$ cat src/rtl/lscd_pkg.sv
// Shared types, constants and helpers for the level-set contour distance block.
// No dependencies; every other rtl file refers to this package by scoped names.
`timescale 1ns / 1ps

package lscd_pkg;

    localparam int IN_W   = 32;           // width of every input field
    localparam int CW     = 32;           // coordinate bits in use
    localparam int FW     = 24;           // fraction bits of the fixed-point format
    localparam int EPS_W  = 24;           // tolerance register width
    localparam int DIST_W = 64;           // squared distance output width
    localparam int QD     = 2;            // queue depth between front and back
    localparam int QAW    = $clog2(QD);
    localparam int XL     = FW + 3;       // crossing unit pipeline length
    localparam logic [EPS_W-1:0] EPS_RESET = EPS_W'(16);

    typedef struct packed {
        logic signed [IN_W-1:0] ax;
        logic signed [IN_W-1:0] ay;
        logic signed [IN_W-1:0] bx;
        logic signed [IN_W-1:0] by_coord;
        logic signed [IN_W-1:0] cx;
        logic signed [IN_W-1:0] cy;
        logic signed [IN_W-1:0] val_a;
        logic signed [IN_W-1:0] val_b;
        logic signed [IN_W-1:0] val_c;
        logic signed [IN_W-1:0] qx;
        logic signed [IN_W-1:0] qy;
    } t_in_item;

    typedef struct packed {
        logic [DIST_W-1:0] dist_sq;
        logic              endpoint_hit;
        logic              flat_error;
    } t_out_item;

    typedef struct packed {
        logic signed [CW-1:0] x;
        logic signed [CW-1:0] y;
    } t_pt;

    // Edge from p (value u) to r (value v) whose zero crossing is wanted.
    typedef struct packed {
        t_pt                  p;
        t_pt                  r;
        logic signed [CW-1:0] u;
        logic signed [CW-1:0] v;
    } t_xing_req;

    typedef struct packed {
        logic use_x1;     // segment start comes from crossing unit 1
        logic use_x2;     // segment end comes from crossing unit 2
        logic is_point;   // segment is the start vertex alone
        logic flat;       // all three values zero
    } t_job_ctl;

    typedef struct packed {
        t_pt      s1;
        t_pt      s2;
        t_pt      q;
        t_job_ctl ctl;
    } t_side;

    typedef struct packed {
        t_xing_req x1;
        t_xing_req x2;
        t_side     side;
    } t_job;

    typedef enum logic [1:0] {
        PICK_S1,
        PICK_S2,
        PICK_PROJ
    } t_pick;

    typedef struct packed {
        t_pt             s1;
        t_pt             s2;
        t_pt             q;
        logic [CW-1:0]   awx;
        logic [CW-1:0]   awy;
        logic            swx;
        logic            swy;
        logic            is_point;
        t_pick           pick;
        logic            flat;
    } t_seg_side;

    function automatic logic signed [CW:0] ext(input logic signed [CW-1:0] a);
        return {a[CW-1], a};
    endfunction

    // Magnitude of a difference of two coordinates; it always fits CW bits.
    function automatic logic [CW-1:0] abs_d(input logic signed [CW:0] a);
        logic [CW:0] n;
        n = -a;
        return a[CW] ? n[CW-1:0] : a[CW-1:0];
    endfunction

    function automatic logic [CW-1:0] abs_v(input logic signed [CW-1:0] a);
        logic [CW-1:0] n;
        n = -a;
        return a[CW-1] ? n : a;
    endfunction

endpackage

$ cat src/rtl/lscd_fifo.sv
// Short job queue between the classifying front and the arithmetic back.
// Uses lscd_pkg for the job type and depth.
`timescale 1ns / 1ps

module lscd_fifo (
    input  logic           i_clk,
    input  logic           i_rst_n,
    input  logic           i_valid,
    output logic           o_ready,
    input  lscd_pkg::t_job i_job,
    output logic           o_valid,
    input  logic           i_ready,
    output lscd_pkg::t_job o_job
);

    lscd_pkg::t_job            r_mem [0:lscd_pkg::QD-1];
    logic [lscd_pkg::QAW-1:0]  r_wp, r_rp;
    logic [lscd_pkg::QAW:0]    r_cnt;
    logic                      w_push, w_pop;

    assign o_ready = (r_cnt != (lscd_pkg::QAW+1)'(lscd_pkg::QD));
    assign o_valid = (r_cnt != '0);
    assign o_job   = r_mem[r_rp];
    assign w_push  = i_valid && o_ready;
    assign w_pop   = o_valid && i_ready;

    always_ff @(posedge i_clk) begin
        if (!i_rst_n) begin
            r_wp  <= '0;
            r_rp  <= '0;
            r_cnt <= '0;
        end else begin
            if (w_push) begin
                r_wp <= r_wp + 1'b1;
            end
            if (w_pop) begin
                r_rp <= r_rp + 1'b1;
            end
            case ({w_push, w_pop})
                2'b10:   r_cnt <= r_cnt + 1'b1;
                2'b01:   r_cnt <= r_cnt - 1'b1;
                default: r_cnt <= r_cnt;
            endcase
        end
    end

    always_ff @(posedge i_clk) begin
        if (w_push) begin
            r_mem[r_wp] <= i_job;
        end
    end

endmodule

$ cat config.mk
export PLATFORM = sky130hd
export DESIGN_NAME = lscd_fifo
export DESIGN_NICKNAME = d
export VERILOG_FILES = /design/src/rtl/lscd_pkg.sv /design/src/rtl/lscd_fifo.sv
export SDC_FILE = /design/constraint.sdc
export NUM_CORES = 1
export LEC_CHECK = 0
export BUFFER_PORTS_ARGS = -buffer_cell sky130_fd_sc_hd__clkbuf_2
export CELL_PAD_IN_SITES_DETAIL_PLACEMENT = 1
export CELL_PAD_IN_SITES_GLOBAL_PLACEMENT = 1
export CORE_AREA = 2 2 452 454
export CTS_BUF_LIST = sky130_fd_sc_hd__clkbuf_8
export DETAILED_ROUTE_END_ITERATION = 16
export DIE_AREA = 0 0 454 456
export PLACE_DENSITY = 0.52
export SETUP_SLACK_MARGIN = 0.1
export SKIP_CTS_REPAIR_TIMING = 1
export SLEW_MARGIN = 30
export SYNTH_ARGS = -nofsm -noshare
export SYNTH_HDL_FRONTEND = slang
export SYNTH_SLANG_ARGS = --single-unit
$ cat constraint.sdc
create_clock -name i_clk -period 21.7 [get_ports i_clk]
set_input_delay 3.255 -clock i_clk [delete_from_list [all_inputs] [get_ports i_clk]]
set_output_delay 3.255 -clock i_clk [all_outputs]
set_load 0.005 [all_outputs]
==> impl_metrics.toml, run 1 <==
[synth]
synth_top_family_by_area = "multiplexers"
netlist_area_sq_mm = 0.0428
synthMuxAreaShare_pct = 17.0
synthAdderAreaFrac_pct = 0.0292
synthSimpleGateAreaFrac_pct = 0.129
synthXorXnorAreaFrac_pct = 0.0614
syn_inst = 1829
yosysWarnings = 0
synth_edf_count = 1160
synth_compound_area_share_pct = 0.0877
ys_seq_elements = 1165
synthArstFlopShare_pct = 0
synth.avg_cell_area_sq_um = 23.4
yosysUniqueCellTypes = 21
ys.flop_type = "edfxtp_1"
syn-num-nets = 2414
ys_seq_area_share_pct = 81.6

[floorplanning]
core_sq_mm = 0.202
initial_core_util_pct = 21.2
dieArea_sq_mm = 0.207
die_height_microns = 456
num_rows = 165
io_pins = 1166
dieWidth_microns = 454

[cells_and_area]
drive_above_1_share_pct = 60.9
areaGrowthSynthToFinish_pct = 30.1
mostFrequentLayoutCells = "clkbuf_2, edfxtp_1, mux2_2"
nNetsFinal = 3748
design_area_sq_mm = 0.0557
final_common_cell = "clkbuf_2"
fin_util_pct = 27.6

[setup_path]
cpPeakStageDelay_ns = 0.84
crit_type = "reg -> out"
rr_startpoint = "r_cnt[0]$_SDFFE_PN0P_"
rrSetupSlack_ns = 17.48
cp_top_family = "buffers and inverters"
cp-end-kind = "output port"
crit_path_start_kind = "flop"
critical_path_buf_inv_count = 5
path_max_fanout = 62
required_ns = 18.45
cp_slowest_cell = "buf_4"
critical_path_arrival_ns = 5.33
cpMostUsedCell = "buf_4"
path_cells = "buf_4 > buf_4 > buf_4 > buf_4 > mux2_2 > clkbuf_2"

[placed_design]
placed_area_sq_mm = 0.0518
portBuffers = 1165
globalplace.congestion = 0.906
dp_hpwl_microns = 123000

[min_path]
worstHoldPathType = "reg -> reg"
min_from = "r_rp$_SDFFE_PN0P_"

[timing]
holdWs_ns = 0.543
period_share_pct = 39.5
fmax_ghz = 0.117
min_period_ns = 8.58
tightestPinTransition_ns = 0.957
setup_viol = 0
report.final.slew_viol_count = 0
final_hold_viol_count = 0
rsz0062_at_grt = "no"
fin_skew_ns = 0.0555
max-slew-margin-rel_pct = 36.2
setup_tns_ns = 0

[clocking]
clkLatencyLatePin_ns = 0.95
clkTransAtPathRegs_ns = 0.06
cts-root-buf = "clkbuf_8"
clockBufferDepth = 3
cts_tree = "done"
cts_max_level = 4
clkSinkCount = 1165
cts_made_buffers = 202

[route]
first_iter_violations = 1562
wirelength_microns = 161000
vias = 23600
ant_nets = 0
viasPerCell = 3.92
wl_per_cell_microns = 26.7
dr.pass1.iters = 5
route.detailed.drc = 0

[global_routing]
grt_max_degree = 156
antenna_found_initial = 88
grt_pass1_vias = 24900
overflow = 0
grt_pass1_wl_microns = 212000
grt_usage_pct = 15.0

[status]
status = "complete, no violations"

[power]
p_per_area_mw_per_mm2 = 118
ir_drop_v = 0.0000545
power_leakage_nw = 20.9

[run]
drv_cap = 0
[layer usage]
metal	track usage [%]	vias up	part of all wire [%]
met5	0	-	0.11
met3	5.57	368	7.8
met4	7.24	30	4.1
li1	-	10100	-
met2	25.1	947	50
met1	16.8	12200	38
[synth_stat cells, types with 2 or more instances]
cell,number,area share (%)
buf_6,23,0.60
nor2b_1,2,0.029
dfxtp_1,5,0.23
mux2_4,200,7.0
edfxtp_1,1160,81
a21boi_0,2,0.035
buf_2,42,0.49
mux2_2,380,10
xnor2_1,3,0.061
[report_power, final]
part	leakage [nW]	switching, W	internal (W)
Sequential	10.9	0.0000949	0.00284
Clock	2.15	0.000949	0.000964
Combinational	7.88	0.000935	0.000786
Total	20.9	0.00198	0.00459
[sequential cells by signal, indices dropped and copies added (netlist names), named ones only]
name / flops
r_cnt: 2
r_rp: 1
r_wp: 1
r_mem: 1160
[metrics by stage]
| stage | cells | power [W] | worst slack (ns) |
|---|---|---|---|
| after floorplan | 1829 | 0.00406 | 4.24 |
| after global placement | 5627 | 0.00472 | 13.53 |
| after detailed placement | 5627 | 0.00474 | 13.45 |
| after CTS | 5993 | 0.00669 | 12.34 |
| after global routing | 6014 | 0.00688 | 12.69 |
| final | 6021 | 0.00657 | 13.12 |
[tightest hold or removal path, delay by kind of cell (launching register included)]
kind | cells | cell delay (ns)
flops | 1 | 0.32
xor+xnor | 1 | 0.09
simple gates | 1 | 0.10
[path summary, 6_finish.rpt]
kind | depth (start not counted) | end
worst min register to register | 2 | r_rp$_SDFFE_PN0P_
worst min-delay path | 2 | r_rp$_SDFFE_PN0P_
worst max register to register | 5 | r_mem[1][423]$_DFFE_PP_
worst max-delay path | 6 | o_job[336]
[layout make-up]
cell class / instances / area (sq um)
Inverter: 1 / 11.3
Timing Repair Buffer: 1195 / 6170
Fill cell: 21400 / 146000
Multi-Input combinational cell: 598 / 7420
Clock buffer: 202 / 2780
Clock inverter: 164 / 1010
Antenna cell: 24 / 60.1
Sequential cell: 1165 / 34900
Tap cell: 2672 / 3340
[cells by family (layout without fill, tap and decap cells)]
family	Yosys count	after routing
AO/OA/AOI/OAI	5	5
XOR/XNOR	3	3
adder cells (fa/ha/maj)	1	1
buffers and inverters	66	1562
flip-flops	1165	1165
multiplexers	580	580
other	0	24
AND/OR/NAND/NOR	9	9
(Power assumes the default switching activity.)
==> inputs of run 2 (changes only) <==
Settings changed: CORE_AREA 2 2 452 454 to 2 2 459 461, DIE_AREA 0 0 454 456 to 0 0 461 463.
Clock period 21.7 ns to 7.5 ns, I/O delays scaled along.
==> impl_metrics.toml, run 2 (same netlist as run 1, synthesis figures left out) <==
[status]
status = "complete, no violations"

[clocking]
clkLatencyLatePin_ns = 0.90
cts-root-buf = "clkbuf_8"
clockBufferDepth = 3
cts_made_buffers = 212
clkTransAtPathRegs_ns = 0.06
cts_tree = "done"
clkSinkCount = 1165
cts_max_level = 4

[floorplanning]
num_rows = 168
die_height_microns = 463
dieArea_sq_mm = 0.213
dieWidth_microns = 461
initial_core_util_pct = 20.5
io_pins = 1166
core_sq_mm = 0.209

[cells_and_area]
final_common_cell = "clkbuf_2"
mostFrequentLayoutCells = "clkbuf_2, edfxtp_1, mux2_2"
areaGrowthSynthToFinish_pct = 30.9
fill_cells = 22300
drive_above_1_share_pct = 61.0
largest_reg_flops = 1160
nNetsFinal = 3761
largestRegisters = "r_mem x1160, r_cnt x2"
top_register = "r_mem"

[timing]
setup_tns_ns = 0
setup_viol = 0
fmax_ghz = 0.228
final_hold_viol_count = 0
fin_skew_ns = 0.0455
max-slew-margin-rel_pct = 35.0
period_share_pct = 58.5
report.final.slew_viol_count = 0
rsz0062_at_grt = "no"
min_period_ns = 4.39
tightestPinTransition_ns = 0.975

[power]
power_leakage_nw = 21.0
p_per_area_mw_per_mm2 = 338
ir_drop_v = 0.000185
finalPower_w = 0.0190

[min_path]
holdPathStages = 1
min_from = "i_job[182]"
min_to = "r_mem[0][182]$_DFFE_PP_"
worstHoldPathType = "in -> reg"

[route]
route.detailed.drc = 0
wl_per_cell_microns = 23.5
ant_nets = 0
vias = 23100
wirelength_microns = 145000
viasPerCell = 3.74
first_iter_violations = 1153
dr.pass1.iters = 4

[global_routing]
grt_usage_pct = 13.1
grt_max_degree = 135
antenna_found_initial = 78
overflow = 0
grt_pass1_vias = 24700
grt_pass1_wl_microns = 195000

[setup_path]
rr_startpoint = "r_cnt[0]$_SDFFE_PN0P_"
reg2regPathDepth = 5
cpPeakStageDelay_ns = 0.69
path_cells = "buf_12 > buf_12 > mux2_2 > clkbuf_2"
r2r_end = "r_mem[0][570]$_DFFE_PP_"
cpMostUsedCell = "buf_12"
crit_type = "reg -> out"
critical_path_arrival_ns = 3.26
required_ns = 6.38
rrSetupSlack_ns = 4.18
path_max_fanout = 107
crit_path_start_kind = "flop"
cp-end-kind = "output port"
cp_slowest_cell = "dfxtp_4"

[placed_design]
portBuffers = 1165
dp_hpwl_microns = 107000
globalplace.congestion = 0.809

[run]
drv_cap = 0
## run 2: worst max-delay path by stage
stage	endpoint	cells past startpoint	slack, ns	startpoint
global route	o_job[90]	4	2.80	flop
global placement	r_mem[0][110]$_DFFE_PP_	5	3.58	i_valid
detailed placement	r_mem[0][110]$_DFFE_PP_	5	3.60	i_valid
finish	o_job[278]	4	3.11	flop
CTS	o_job[268]	4	2.84	flop
floorplan	r_mem[0][0]$_DFFE_PP_	2	-2.86	i_valid
## run 2: cell type report
type / count / area [sq um] / area share, %
tap: 2805 / 3510 / 6.26
multi-input combinational: 598 / 7420 / 13.2
antenna: 23 / 57.6 / 0.103
clock buffer: 214 / 2950 / 5.25
sequential: 1165 / 34900 / 62.3
timing repair buffer: 1198 / 6240 / 11.1
clock inverter: 164 / 930 / 1.66
inverter: 1 / 7.51 / 0.0134
## run 2: where the power goes
part           internal [W]  switching, W  leakage [nW]  total (W)
Combinational       0.00229       0.00265          7.91    0.00494
Clock               0.00289       0.00270          2.22    0.00559
Sequential          0.00822      0.000212          10.9    0.00843
## run 2: worst max-delay path, delay by kind of cell (launching register included)
kind,cells,cell delay (ns)
flip-flops,1,0.69
buffers and inverters,3,0.97
multiplexers,1,0.41
## run 2: per-stage QoR
step           area (sq um)  setup WS, ns  util, %  std cells  hold WS (ns)
6_report              56000          3.11     26.9       6168         0.382
5_1_grt               56000          2.80     26.9       6149         0.203
4_1_cts               56000          2.84     26.8       6144         0.169
3_5_place_dp          52100          3.60     25.0       5766         0.532
3_3_place_gp          52000          3.58     25.0       5764         0.513
2_1_floorplan         42800         -2.86        -       1829         0.486
## run 2: layer usage
metal | global-route usage (%) | vias to the layer above | wire (microns)
li1 | - | 10100 | -
met2 | 22.0 | 1103 | 70900
met1 | 13.6 | 11500 | 51900
met3 | 7.45 | 294 | 18500
met4 | 4.10 | 36 | 3280
met5 | 0 | - | 222
