`src/rtl/lscd_pkg.sv`:
```
// Shared types, constants and helpers for the level-set contour distance block.
// No dependencies; every other rtl file refers to this package by scoped names.
`timescale 1ns / 1ps

package lscd_pkg;

    localparam int IN_W   = 32;           // width of every input field
    localparam int CW     = 32;           // coordinate bits in use
    localparam int FW     = 24;           // fraction bits of the fixed-point format
    localparam int EPS_W  = 24;           // tolerance register width
    localparam int DIST_W = 64;           // squared distance output width
    localparam int QD     = 2;            // queue depth between front and back
    localparam int QAW    = $clog2(QD);
    localparam int XL     = FW + 3;       // crossing unit pipeline length
    localparam logic [EPS_W-1:0] EPS_RESET = EPS_W'(16);

    typedef struct packed {
        logic signed [IN_W-1:0] ax;
        logic signed [IN_W-1:0] ay;
        logic signed [IN_W-1:0] bx;
        logic signed [IN_W-1:0] by_coord;
        logic signed [IN_W-1:0] cx;
        logic signed [IN_W-1:0] cy;
        logic signed [IN_W-1:0] val_a;
        logic signed [IN_W-1:0] val_b;
        logic signed [IN_W-1:0] val_c;
        logic signed [IN_W-1:0] qx;
        logic signed [IN_W-1:0] qy;
    } t_in_item;

    typedef struct packed {
        logic [DIST_W-1:0] dist_sq;
        logic              endpoint_hit;
        logic              flat_error;
    } t_out_item;

    typedef struct packed {
        logic signed [CW-1:0] x;
        logic signed [CW-1:0] y;
    } t_pt;

    // Edge from p (value u) to r (value v) whose zero crossing is wanted.
    typedef struct packed {
        t_pt                  p;
        t_pt                  r;
        logic signed [CW-1:0] u;
        logic signed [CW-1:0] v;
    } t_xing_req;

    typedef struct packed {
        logic use_x1;     // segment start comes from crossing unit 1
        logic use_x2;     // segment end comes from crossing unit 2
        logic is_point;   // segment is the start vertex alone
        logic flat;       // all three values zero
    } t_job_ctl;

    typedef struct packed {
        t_pt      s1;
        t_pt      s2;
        t_pt      q;
        t_job_ctl ctl;
    } t_side;

    typedef struct packed {
        t_xing_req x1;
        t_xing_req x2;
        t_side     side;
    } t_job;

    typedef enum logic [1:0] {
        PICK_S1,
        PICK_S2,
        PICK_PROJ
    } t_pick;

    typedef struct packed {
        t_pt             s1;
        t_pt             s2;
        t_pt             q;
        logic [CW-1:0]   awx;
        logic [CW-1:0]   awy;
        logic            swx;
        logic            swy;
        logic            is_point;
        t_pick           pick;
        logic            flat;
    } t_seg_side;

    function automatic logic signed [CW:0] ext(input logic signed [CW-1:0] a);
        return {a[CW-1], a};
    endfunction

    // Magnitude of a difference of two coordinates; it always fits CW bits.
    function automatic logic [CW-1:0] abs_d(input logic signed [CW:0] a);
        logic [CW:0] n;
        n = -a;
        return a[CW] ? n[CW-1:0] : a[CW-1:0];
    endfunction

    function automatic logic [CW-1:0] abs_v(input logic signed [CW-1:0] a);
        logic [CW-1:0] n;
        n = -a;
        return a[CW-1] ? n : a;
    endfunction

endpackage

```
`src/rtl/lscd_front.sv`:
```
// Front stage: accepts a triangle transaction and classifies its zero isoline.
// Uses lscd_pkg for the item and job types.
`timescale 1ns / 1ps

module lscd_front (
    input  logic              i_clk,
    input  logic              i_rst_n,
    input  logic              i_valid,
    output logic              o_ready,
    input  lscd_pkg::t_in_item i_item,
    output logic              o_valid,
    input  logic              i_ready,
    output lscd_pkg::t_job    o_job
);

    logic           r_v;
    lscd_pkg::t_job r_job;
    lscd_pkg::t_job n_job;

    lscd_pkg::t_pt                  w_a, w_b, w_c, w_q;
    logic signed [lscd_pkg::CW-1:0] w_va, w_vb, w_vc;
    logic                           w_za, w_zb, w_zc;

    function automatic logic opp(input logic signed [lscd_pkg::CW-1:0] u,
                                 input logic signed [lscd_pkg::CW-1:0] v);
        logic un, vn, up, vp;
        un = u[lscd_pkg::CW-1];
        vn = v[lscd_pkg::CW-1];
        up = !un && (u != '0);
        vp = !vn && (v != '0);
        return (un && vp) || (up && vn);
    endfunction

    function automatic lscd_pkg::t_xing_req mk_req(input lscd_pkg::t_pt p,
                                                   input lscd_pkg::t_pt r,
                                                   input logic signed [lscd_pkg::CW-1:0] u,
                                                   input logic signed [lscd_pkg::CW-1:0] v);
        lscd_pkg::t_xing_req q;
        q.p = p;
        q.r = r;
        q.u = u;
        q.v = v;
        return q;
    endfunction

    assign w_a.x = i_item.ax[lscd_pkg::CW-1:0];
    assign w_a.y = i_item.ay[lscd_pkg::CW-1:0];
    assign w_b.x = i_item.bx[lscd_pkg::CW-1:0];
    assign w_b.y = i_item.by_coord[lscd_pkg::CW-1:0];
    assign w_c.x = i_item.cx[lscd_pkg::CW-1:0];
    assign w_c.y = i_item.cy[lscd_pkg::CW-1:0];
    assign w_q.x = i_item.qx[lscd_pkg::CW-1:0];
    assign w_q.y = i_item.qy[lscd_pkg::CW-1:0];
    assign w_va  = i_item.val_a[lscd_pkg::CW-1:0];
    assign w_vb  = i_item.val_b[lscd_pkg::CW-1:0];
    assign w_vc  = i_item.val_c[lscd_pkg::CW-1:0];
    assign w_za  = (w_va == '0);
    assign w_zb  = (w_vb == '0);
    assign w_zc  = (w_vc == '0);

    always_comb begin
        n_job          = '0;
        n_job.x1       = mk_req(w_a, w_b, w_va, w_vb);
        n_job.x2       = mk_req(w_a, w_c, w_va, w_vc);
        n_job.side.s1  = w_a;
        n_job.side.s2  = w_b;
        n_job.side.q   = w_q;
        if (w_za && w_zb && w_zc) begin
            n_job.side.ctl.flat = 1'b1;
        end else if (w_za && w_zb) begin
            n_job.side.s1 = w_a;
            n_job.side.s2 = w_b;
        end else if (w_za && w_zc) begin
            n_job.side.s1 = w_a;
            n_job.side.s2 = w_c;
        end else if (w_zb && w_zc) begin
            n_job.side.s1 = w_b;
            n_job.side.s2 = w_c;
        end else if (w_za) begin
            n_job.side.s1 = w_a;
            n_job.x2      = mk_req(w_b, w_c, w_vb, w_vc);
            n_job.side.ctl.use_x2   = opp(w_vb, w_vc);
            n_job.side.ctl.is_point = !opp(w_vb, w_vc);
        end else if (w_zb) begin
            n_job.side.s1 = w_b;
            n_job.x2      = mk_req(w_a, w_c, w_va, w_vc);
            n_job.side.ctl.use_x2   = opp(w_va, w_vc);
            n_job.side.ctl.is_point = !opp(w_va, w_vc);
        end else if (w_zc) begin
            n_job.side.s1 = w_c;
            n_job.x2      = mk_req(w_a, w_b, w_va, w_vb);
            n_job.side.ctl.use_x2   = opp(w_va, w_vb);
            n_job.side.ctl.is_point = !opp(w_va, w_vb);
        end else begin
            // both crossings share the vertex whose sign differs from the others
            n_job.side.ctl.use_x1 = 1'b1;
            n_job.side.ctl.use_x2 = 1'b1;
            if (!opp(w_va, w_vb)) begin
                n_job.x1 = mk_req(w_c, w_b, w_vc, w_vb);
                n_job.x2 = mk_req(w_c, w_a, w_vc, w_va);
            end else if (!opp(w_va, w_vc)) begin
                n_job.x1 = mk_req(w_b, w_a, w_vb, w_va);
                n_job.x2 = mk_req(w_b, w_c, w_vb, w_vc);
            end else begin
                n_job.x1 = mk_req(w_a, w_b, w_va, w_vb);
                n_job.x2 = mk_req(w_a, w_c, w_va, w_vc);
            end
        end
    end

    assign o_ready = !r_v || i_ready;
    assign o_valid = r_v;
    assign o_job   = r_job;

    always_ff @(posedge i_clk) begin
        if (!i_rst_n) begin
            r_v <= 1'b0;
        end else if (o_ready) begin
            r_v <= i_valid;
        end
    end

    always_ff @(posedge i_clk) begin
        if (o_ready && i_valid) begin
            r_job <= n_job;
        end
    end

endmodule

```
`config.mk`:
```
export PLATFORM = sky130hd
export DESIGN_NAME = lscd_front
export DESIGN_NICKNAME = d
export VERILOG_FILES = /design/src/rtl/lscd_pkg.sv /design/src/rtl/lscd_front.sv
export SDC_FILE = /design/constraint.sdc
export NUM_CORES = 1
export LEC_CHECK = 0
export BUFFER_PORTS_ARGS = -buffer_cell sky130_fd_sc_hd__buf_2
export CORE_AREA = 2 2 370 372
export CTS_BUF_LIST = sky130_fd_sc_hd__clkbuf_2
export DETAILED_ROUTE_END_ITERATION = 8
export DIE_AREA = 0 0 372 374
export HOLD_SLACK_MARGIN = 0.1
export PLACE_DENSITY = 0.51
export SLEW_MARGIN = 20
export SYNTH_ARGS = -nofsm -noshare
export SYNTH_HDL_FRONTEND = slang
export SYNTH_SLANG_ARGS = --single-unit
```
`constraint.sdc`:
```
create_clock -name i_clk -period 27 [get_ports i_clk]
set_input_delay 0 -clock i_clk [delete_from_list [all_inputs] [get_ports i_clk]]
set_output_delay 0 -clock i_clk [all_outputs]
set_load 0.05 [all_outputs]
```
==> results of run 1 <==
## cells by family after synthesis
logic type / share of synthesized area [%]
xor+xnor: 0.0622
mux: 9.83
fa+ha+maj: 0.0355
compound gates: 17.4
simple gates: 6.30
buf+inv: 4.51
flops: 61.9
## synth_stat cells (all sizes together) (2+ instances only)
cell | number | share of area [%]
and4 | 2 | 0.062
o2111ai | 15 | 0.47
mux2 | 245 | 9.8
or2 | 2 | 0.044
buf | 100 | 2.1
a31oi | 4 | 0.089
o41ai | 42 | 1.3
nor2b | 2 | 0.044
nor3 | 3 | 0.071
nand3b | 42 | 1.1
nand3 | 5 | 0.11
a32oi | 49 | 1.5
inv | 82 | 1.1
o211ai | 32 | 0.85
o221ai | 38 | 1.2
nand2 | 143 | 1.9
a21oi | 189 | 3.4
nand4 | 21 | 0.51
and2 | 2 | 0.044
nor4 | 25 | 0.70
nor2 | 115 | 1.6
edfxtp | 580 | 62
a21o | 3 | 0.080
o22ai | 164 | 3.6
clkbuf | 95 | 1.3
o311ai | 3 | 0.093
a2bb2oi | 4 | 0.12
a21boi | 2 | 0.093
o21ai | 172 | 3.1
a22oi | 49 | 1.3
## stage by stage
step	util, %	instance area (sq um)	hold slack [ns]	cells	setup WS, ns
after floorplan	-	28200	0.0989	2243	11.91
after global placement	25.7	34600	0.176	4813	21.52
after detailed placement	25.7	34600	0.178	4813	21.44
==> insert_results.sql, run 1 <==
INSERT INTO impl_metrics (metric_group, metric, value, unit) VALUES
('clock_network', 'cts_resized', '0', ''),
('clock_network', 'cts-root-to-sink-buffers', '3', ''),
('clock_network', 'cts.hold.buffers_added', '1022', ''),
('clock_network', 'cts.htree.levels', '4', ''),
('die', 'initial_utilization', '20.9', '%'),
('place', 'hpwlAfterDp', '94600', 'um'),
('clock_network', 'clock_sinks', '581', ''),
('die', 'boundaryPins', '938', ''),
('clock_network', 'cts_post_setup_buffers_inserted', '0', ''),
('logic_synthesis', 'postSynthAreaPerCell', '12.6', 'sq um'),
('logic_synthesis', 'asyncSetResetFlopFracSynth', '0', '%'),
('logic_synthesis', 'synth_top_flop_cell', 'sky130_fd_sc_hd__edfxtp_1', ''),
('place', 'buffer_ports.inserted', '937', ''),
('clock_network', 'tritoncts.num_buffers', '166', ''),
('logic_synthesis', 'synthesis.area', '0.0282', 'sq mm'),
('status', 'flow.stopped_at', 'clock tree synthesis (4_1_cts)', ''),
('logic_synthesis', 'netlist_instances', '2243', ''),
('logic_synthesis', 'synthesis.yosys.warnings', '0', ''),
('place', 'gpl.final_weighted_congestion', '0.871', ''),
('logic_synthesis', 'synth-edff-count', '580', ''),
('status', 'error_line', '[ERROR RSZ-0060] Max buffer count reached.', ''),
('clock_network', 'clock_tree.root_cell', 'sky130_fd_sc_hd__clkbuf_2', ''),
('die', 'chipHeight', '374', 'um'),
('logic_synthesis', 'synth.distinct_cells', '61', ''),
('logic_synthesis', 'net_count_after_synthesis', '2599', ''),
('die', 'floorplan.die.width', '372', 'um'),
('logic_synthesis', 'part_of_the_yosys_area_used_for_sequential_elements', '61.9', '%'),
('die', 'fp-row-count', '135', ''),
('logic_synthesis', 'number_of_synthesized_register_bits', '581', ''),
('status', 'run_status', 'stopped before the end', '');
==> inputs of run 2 (changes only) <==
--- a/config.mk
+++ b/config.mk
@@ -6,12 +6,10 @@
 export NUM_CORES = 1
 export LEC_CHECK = 0
 export BUFFER_PORTS_ARGS = -buffer_cell sky130_fd_sc_hd__buf_2
-export CORE_AREA = 2 2 370 372
-export CTS_BUF_LIST = sky130_fd_sc_hd__clkbuf_2
+export CORE_AREA = 2 2 363 365
 export DETAILED_ROUTE_END_ITERATION = 8
-export DIE_AREA = 0 0 372 374
-export HOLD_SLACK_MARGIN = 0.1
-export PLACE_DENSITY = 0.51
+export DIE_AREA = 0 0 365 367
+export PLACE_DENSITY_LB_ADDON = 0.15
 export SLEW_MARGIN = 20
 export SYNTH_ARGS = -nofsm -noshare
 export SYNTH_HDL_FRONTEND = slang
==> run 2 against run 1 <==
Effect of this change: the flow now finishes without violations; synthesized cell count did not move; area after synthesis did not move.
==> insert_results.sql, run 2 <==
INSERT INTO impl_metrics (metric_group, metric, value, unit) VALUES
('logic_synthesis', 'number_of_synthesized_register_bits', '581', ''),
('min_path', 'min_path_cells', '2', ''),
('logic_synthesis', 'synth.most_common_cell', 'sky130_fd_sc_hd__edfxtp_1', ''),
('cells_and_area', 'layout.cells.most_common_list', 'sky130_fd_sc_hd__buf_2, sky130_fd_sc_hd__edfxtp_1, sky130_fd_sc_hd__dlygate4sd3_1', ''),
('critical_path', 'rr_worst_depth', '6', ''),
('power', 'p_sw_share', '32.8', '%'),
('cells_and_area', 'layout.nets', '4010', ''),
('sta', 'max_slew.worst_pin.slew', '1.05', 'ns'),
('power', 'power_density', '63.1', 'mW/mm^2'),
('global_route', 'maximum_number_of_pins_on_one_net_before_global_route_repair', '151', ''),
('route', 'route.detailed.vias_per_inst', '4.78', ''),
('critical_path', 'path_class', 'input port to flop', ''),
('clock_network', 'cts.reportedPaths.clkPinSlew', '0.06', 'ns'),
('power', 'leakage', '16.4', 'nW'),
('logic_synthesis', 'synth-edff-count', '580', ''),
('power', 'power.combinational.fraction', '23.3', '%'),
('critical_path', 'crit_required', '27.42', 'ns'),
('status', 'run_status', 'finished, final reports clean', ''),
('die', 'boundaryPins', '938', ''),
('sta', 'count_of_pins_over_their_slew_limit', '0', ''),
('power', 'netSwitchingPower', '0.000874', 'W'),
('place', 'hpwlAfterDp', '92200', 'um'),
('global_route', 'wire_length_of_the_first_global_routing_pass', '196000', 'um'),
('critical_path', 'path_depth', '13', ''),
('logic_synthesis', 'part_of_the_yosys_area_used_for_sequential_elements', '61.9', '%'),
('clock_network', 'tritoncts.num_buffers', '75', ''),
('die', 'fp.coreArea', '0.130', 'sq mm'),
('cells_and_area', 'leading_cell_type_in_the_layout_fill_and_taps_excluded', 'sky130_fd_sc_hd__buf_2', ''),
('global_route', 'grt_busiest_layer', 'met2', ''),
('sta', 'timing.final.hold_violations', '0', ''),
('route', 'finalWirelength', '140000', 'um'),
('critical_path', 'start_kind', 'input port', ''),
('power', 'power_frac_seq', '41.1', '%'),
('route', 'drt_pre_antenna_iters', '6', ''),
('critical_path', 'cpMostUsedCell', 'sky130_fd_sc_hd__buf_4', ''),
('logic_synthesis', 'ys_top_cells_by_count', 'sky130_fd_sc_hd__edfxtp_1, sky130_fd_sc_hd__mux2_2, sky130_fd_sc_hd__a21oi_1', ''),
('clock_network', 'clock_sinks', '581', ''),
('min_path', 'hold_path.class', 'input port to flop', ''),
('critical_path', 'worst_path_max_delay_cell', 'sky130_fd_sc_hd__buf_4', ''),
('cells_and_area', 'final_cells', '5468', ''),
('sta', 'worst_slack', '21.26', 'ns'),
('global_route', 'grt_usage', '20.1', '%'),
('sta', 'fin_setup_tns', '0', 'ns'),
('clock_network', 'cts.htree.levels', '3', ''),
('global_route', 'grtUsageMet2', '35.3', '%'),
('sta', 'min_period_over_period', '21.2', '%'),
('global_route', 'grt_remaining_overflow', '0', ''),
('global_route', 'global_route.usage.met1', '23.7', '%'),
('logic_synthesis', 'postSynthAreaPerCell', '12.6', 'sq um'),
('place', 'gpl.final_weighted_congestion', '0.803', ''),
('global_route', 'first_global_vias', '26679', ''),
('critical_path', 'critical_path_buf_inv_count', '7', ''),
('global_route', 'grt_antenna_before_repair', '2', ''),
('route', 'wl_per_cell', '25.6', 'um'),
('place', 'buffer_ports.inserted', '937', ''),
('sta', 'timing.clock.skew', '0.0256', 'ns'),
('clock_network', 'insertion_delay', '0.68', 'ns'),
('critical_path', 'critical-path-top-delay-family', 'buffers and inverters', ''),
('cells_and_area', 'nFillCells', '13371', ''),
('logic_synthesis', 'netlist_instances', '2243', ''),
('die', 'floorplan.die.width', '365', 'um'),
('place', 'detailedPlace.worstSlack', '21.54', 'ns'),
('logic_synthesis', 'synth_top_cell_area_share', '61.8', '%'),
('route', 'drt_iter0_drc', '1941', ''),
('sta', 'grt_setup_unrepaired', 'no', ''),
('critical_path', 'crit_path_cell_trace', 'dlygate4sd3_1 -> buf_2 -> nor4_1 -> buf_4 -> nand4_1 -> o21ai_4 -> buf_4 -> nand2_2 -> a21boi_4 -> buf_4 -> buf_4 -> mux2_2 -> dlygate4sd3_1', ''),
('critical_path', 'cpPeakStageDelay', '0.75', 'ns'),
('place', 'placed_cells_incl_taps', '4790', ''),
('logic_synthesis', 'leading_area_contributor_after_synthesis', 'sky130_fd_sc_hd__edfxtp_1', ''),
('cells_and_area', 'synthToLayoutAreaGrowth', '50.1', '%'),
('logic_synthesis', 'synth.distinct_cells', '61', ''),
('die', 'fp-row-count', '133', ''),
('sta', 'finalSetupViolations', '0', ''),
('sta', 'slew-limit-headroom', '30.1', '%'),
('clock_network', 'tritoncts', 'done', ''),
('critical_path', 'crit_path_max_fanout', '49', ''),
('global_route', 'global_route.usage.met3', '4.76', '%'),
('logic_synthesis', 'synth_top_flop_cell', 'sky130_fd_sc_hd__edfxtp_1', ''),
('sta', 'timing.fmax', '0.174', 'GHz'),
('critical_path', 'cp_data_arrival_time', '6.15', 'ns'),
('logic_synthesis', 'net_count_after_synthesis', '2599', ''),
('route', 'detail_route.drc_violations', '0', ''),
('cells_and_area', 'final_layout_size_suffix_gt1_share', '35.5', '%'),
('sta', 'layout_min_cycle_time', '5.74', 'ns'),
('logic_synthesis', 'synthesis.yosys.warnings', '0', ''),
('die', 'chipHeight', '367', 'um'),
('run', 'cap_violations', '0', ''),
('die', 'initial_utilization', '21.6', '%'),
('clock_network', 'clock_tree.root_cell', 'sky130_fd_sc_hd__clkbuf_16', ''),
('logic_synthesis', 'asyncSetResetFlopFracSynth', '0', '%'),
('clock_network', 'cts-root-to-sink-buffers', '3', ''),
('cells_and_area', 'largest_register_ff_count', '580', ''),
('route', 'vias', '26137', ''),
('die', 'fp.dieArea', '0.134', 'sq mm'),
('logic_synthesis', 'post_synth_main_area_contributors', 'sky130_fd_sc_hd__edfxtp_1, sky130_fd_sc_hd__mux2_2, sky130_fd_sc_hd__o22ai_1', ''),
('power', 'cell_internal_pwr', '0.00179', 'W'),
('power', 'peak_supply_drop', '0.0417', 'mV'),
('route', 'antenna_violating_nets_post_route', '0', ''),
('power', 'power.share.clock', '35.6', '%'),
('critical_path', 'critical_path_endpoint_category', 'flop', ''),
('logic_synthesis', 'synthesis.area', '0.0282', 'sq mm');
-- run 2: logic make-up after synthesis --
kind of cell	after synthesis	share of synthesized area, %
compound gates	770	17.4
buf+inv	277	4.51
flops	581	61.9
xor+xnor	2	0.0622
mux	246	9.83
fa+ha+maj	1	0.0355
simple gates	366	6.30
-- run 2: power groups by stage --
| stage | sequential (W) | clock, W | combinational [W] |
|---|---|---|---|
| 6_report | 0.00110 | 0.000949 | 0.000622 |
| 5_1_grt | 0.00110 | 0.00101 | 0.000655 |
| 4_1_cts | 0.00110 | 0.000980 | 0.000625 |
| 3_5_place_dp | 0.00111 | 0 | 0.000554 |
| 3_3_place_gp | 0.00111 | 0 | 0.000555 |
| 2_1_floorplan | 0.00137 | 0 | 0.000139 |
-- run 2: per-layer routing --
metal	wire length, um	part of all wire [%]
met4	4260	3.0
met5	0	0
met2	70000	50
met1	55200	39
met3	10400	7.4
-- run 2: timing repair --
item,4_1_cts,5_1_grt
setup buffers,0,0
hold endpoints to repair,579,0
gates resized for setup,0,0
hold buffers,542,0
-- run 2: path summary, 6_finish.rpt --
path | startpoint | endpoint | slack [ns]
setup / recovery | i_item[103] | o_job[214]$_DFFE_PP_ | 21.26
hold / removal | i_item[6] | o_job[10]$_DFFE_PP_ | 0.07
setup reg to reg | o_valid$_SDFFE_PN0N_ | o_job[63]$_DFFE_PP_ | 21.82
hold reg to reg | o_valid$_SDFFE_PN0N_ | o_valid$_SDFFE_PN0N_ | 1.10
-- run 2: cell type report --
cell class	count	area, sq um	area share, %
inverters	82	308	0.728
well taps	1755	2200	5.19
repair buffers	1529	10500	24.9
clock inverters	39	254	0.601
flip-flops and latches	581	17400	41.2
clock buffers	96	1980	4.67
multi-input cells	1385	9600	22.7
diodes	1	2.50	0.00592
-- run 2: worst register-to-register path, stage by stage (launching register included) --
cell                       delay (ns)
sky130_fd_sc_hd__dfxtp_1         0.31
sky130_fd_sc_hd__nand2b_1        0.11
sky130_fd_sc_hd__and2_4          0.82
sky130_fd_sc_hd__buf_4           0.94
sky130_fd_sc_hd__buf_4           0.87
sky130_fd_sc_hd__buf_4           0.81
sky130_fd_sc_hd__buf_4           0.88
-- run 2: stage by stage --
stage                     power, W  util (%)  cell area [sq um]  hold WS (ns)
final                      0.00267      32.4              42300        0.0652
after floorplan            0.00151         -              28200        0.0989
after CTS                  0.00270      32.4              42300      0.000825
after detailed placement   0.00167      26.5              34600         0.178
after global placement     0.00167      26.5              34600         0.177
after global routing       0.00276      32.4              42300        0.0346
No activity file was read; power rests on OpenSTA's default activity.
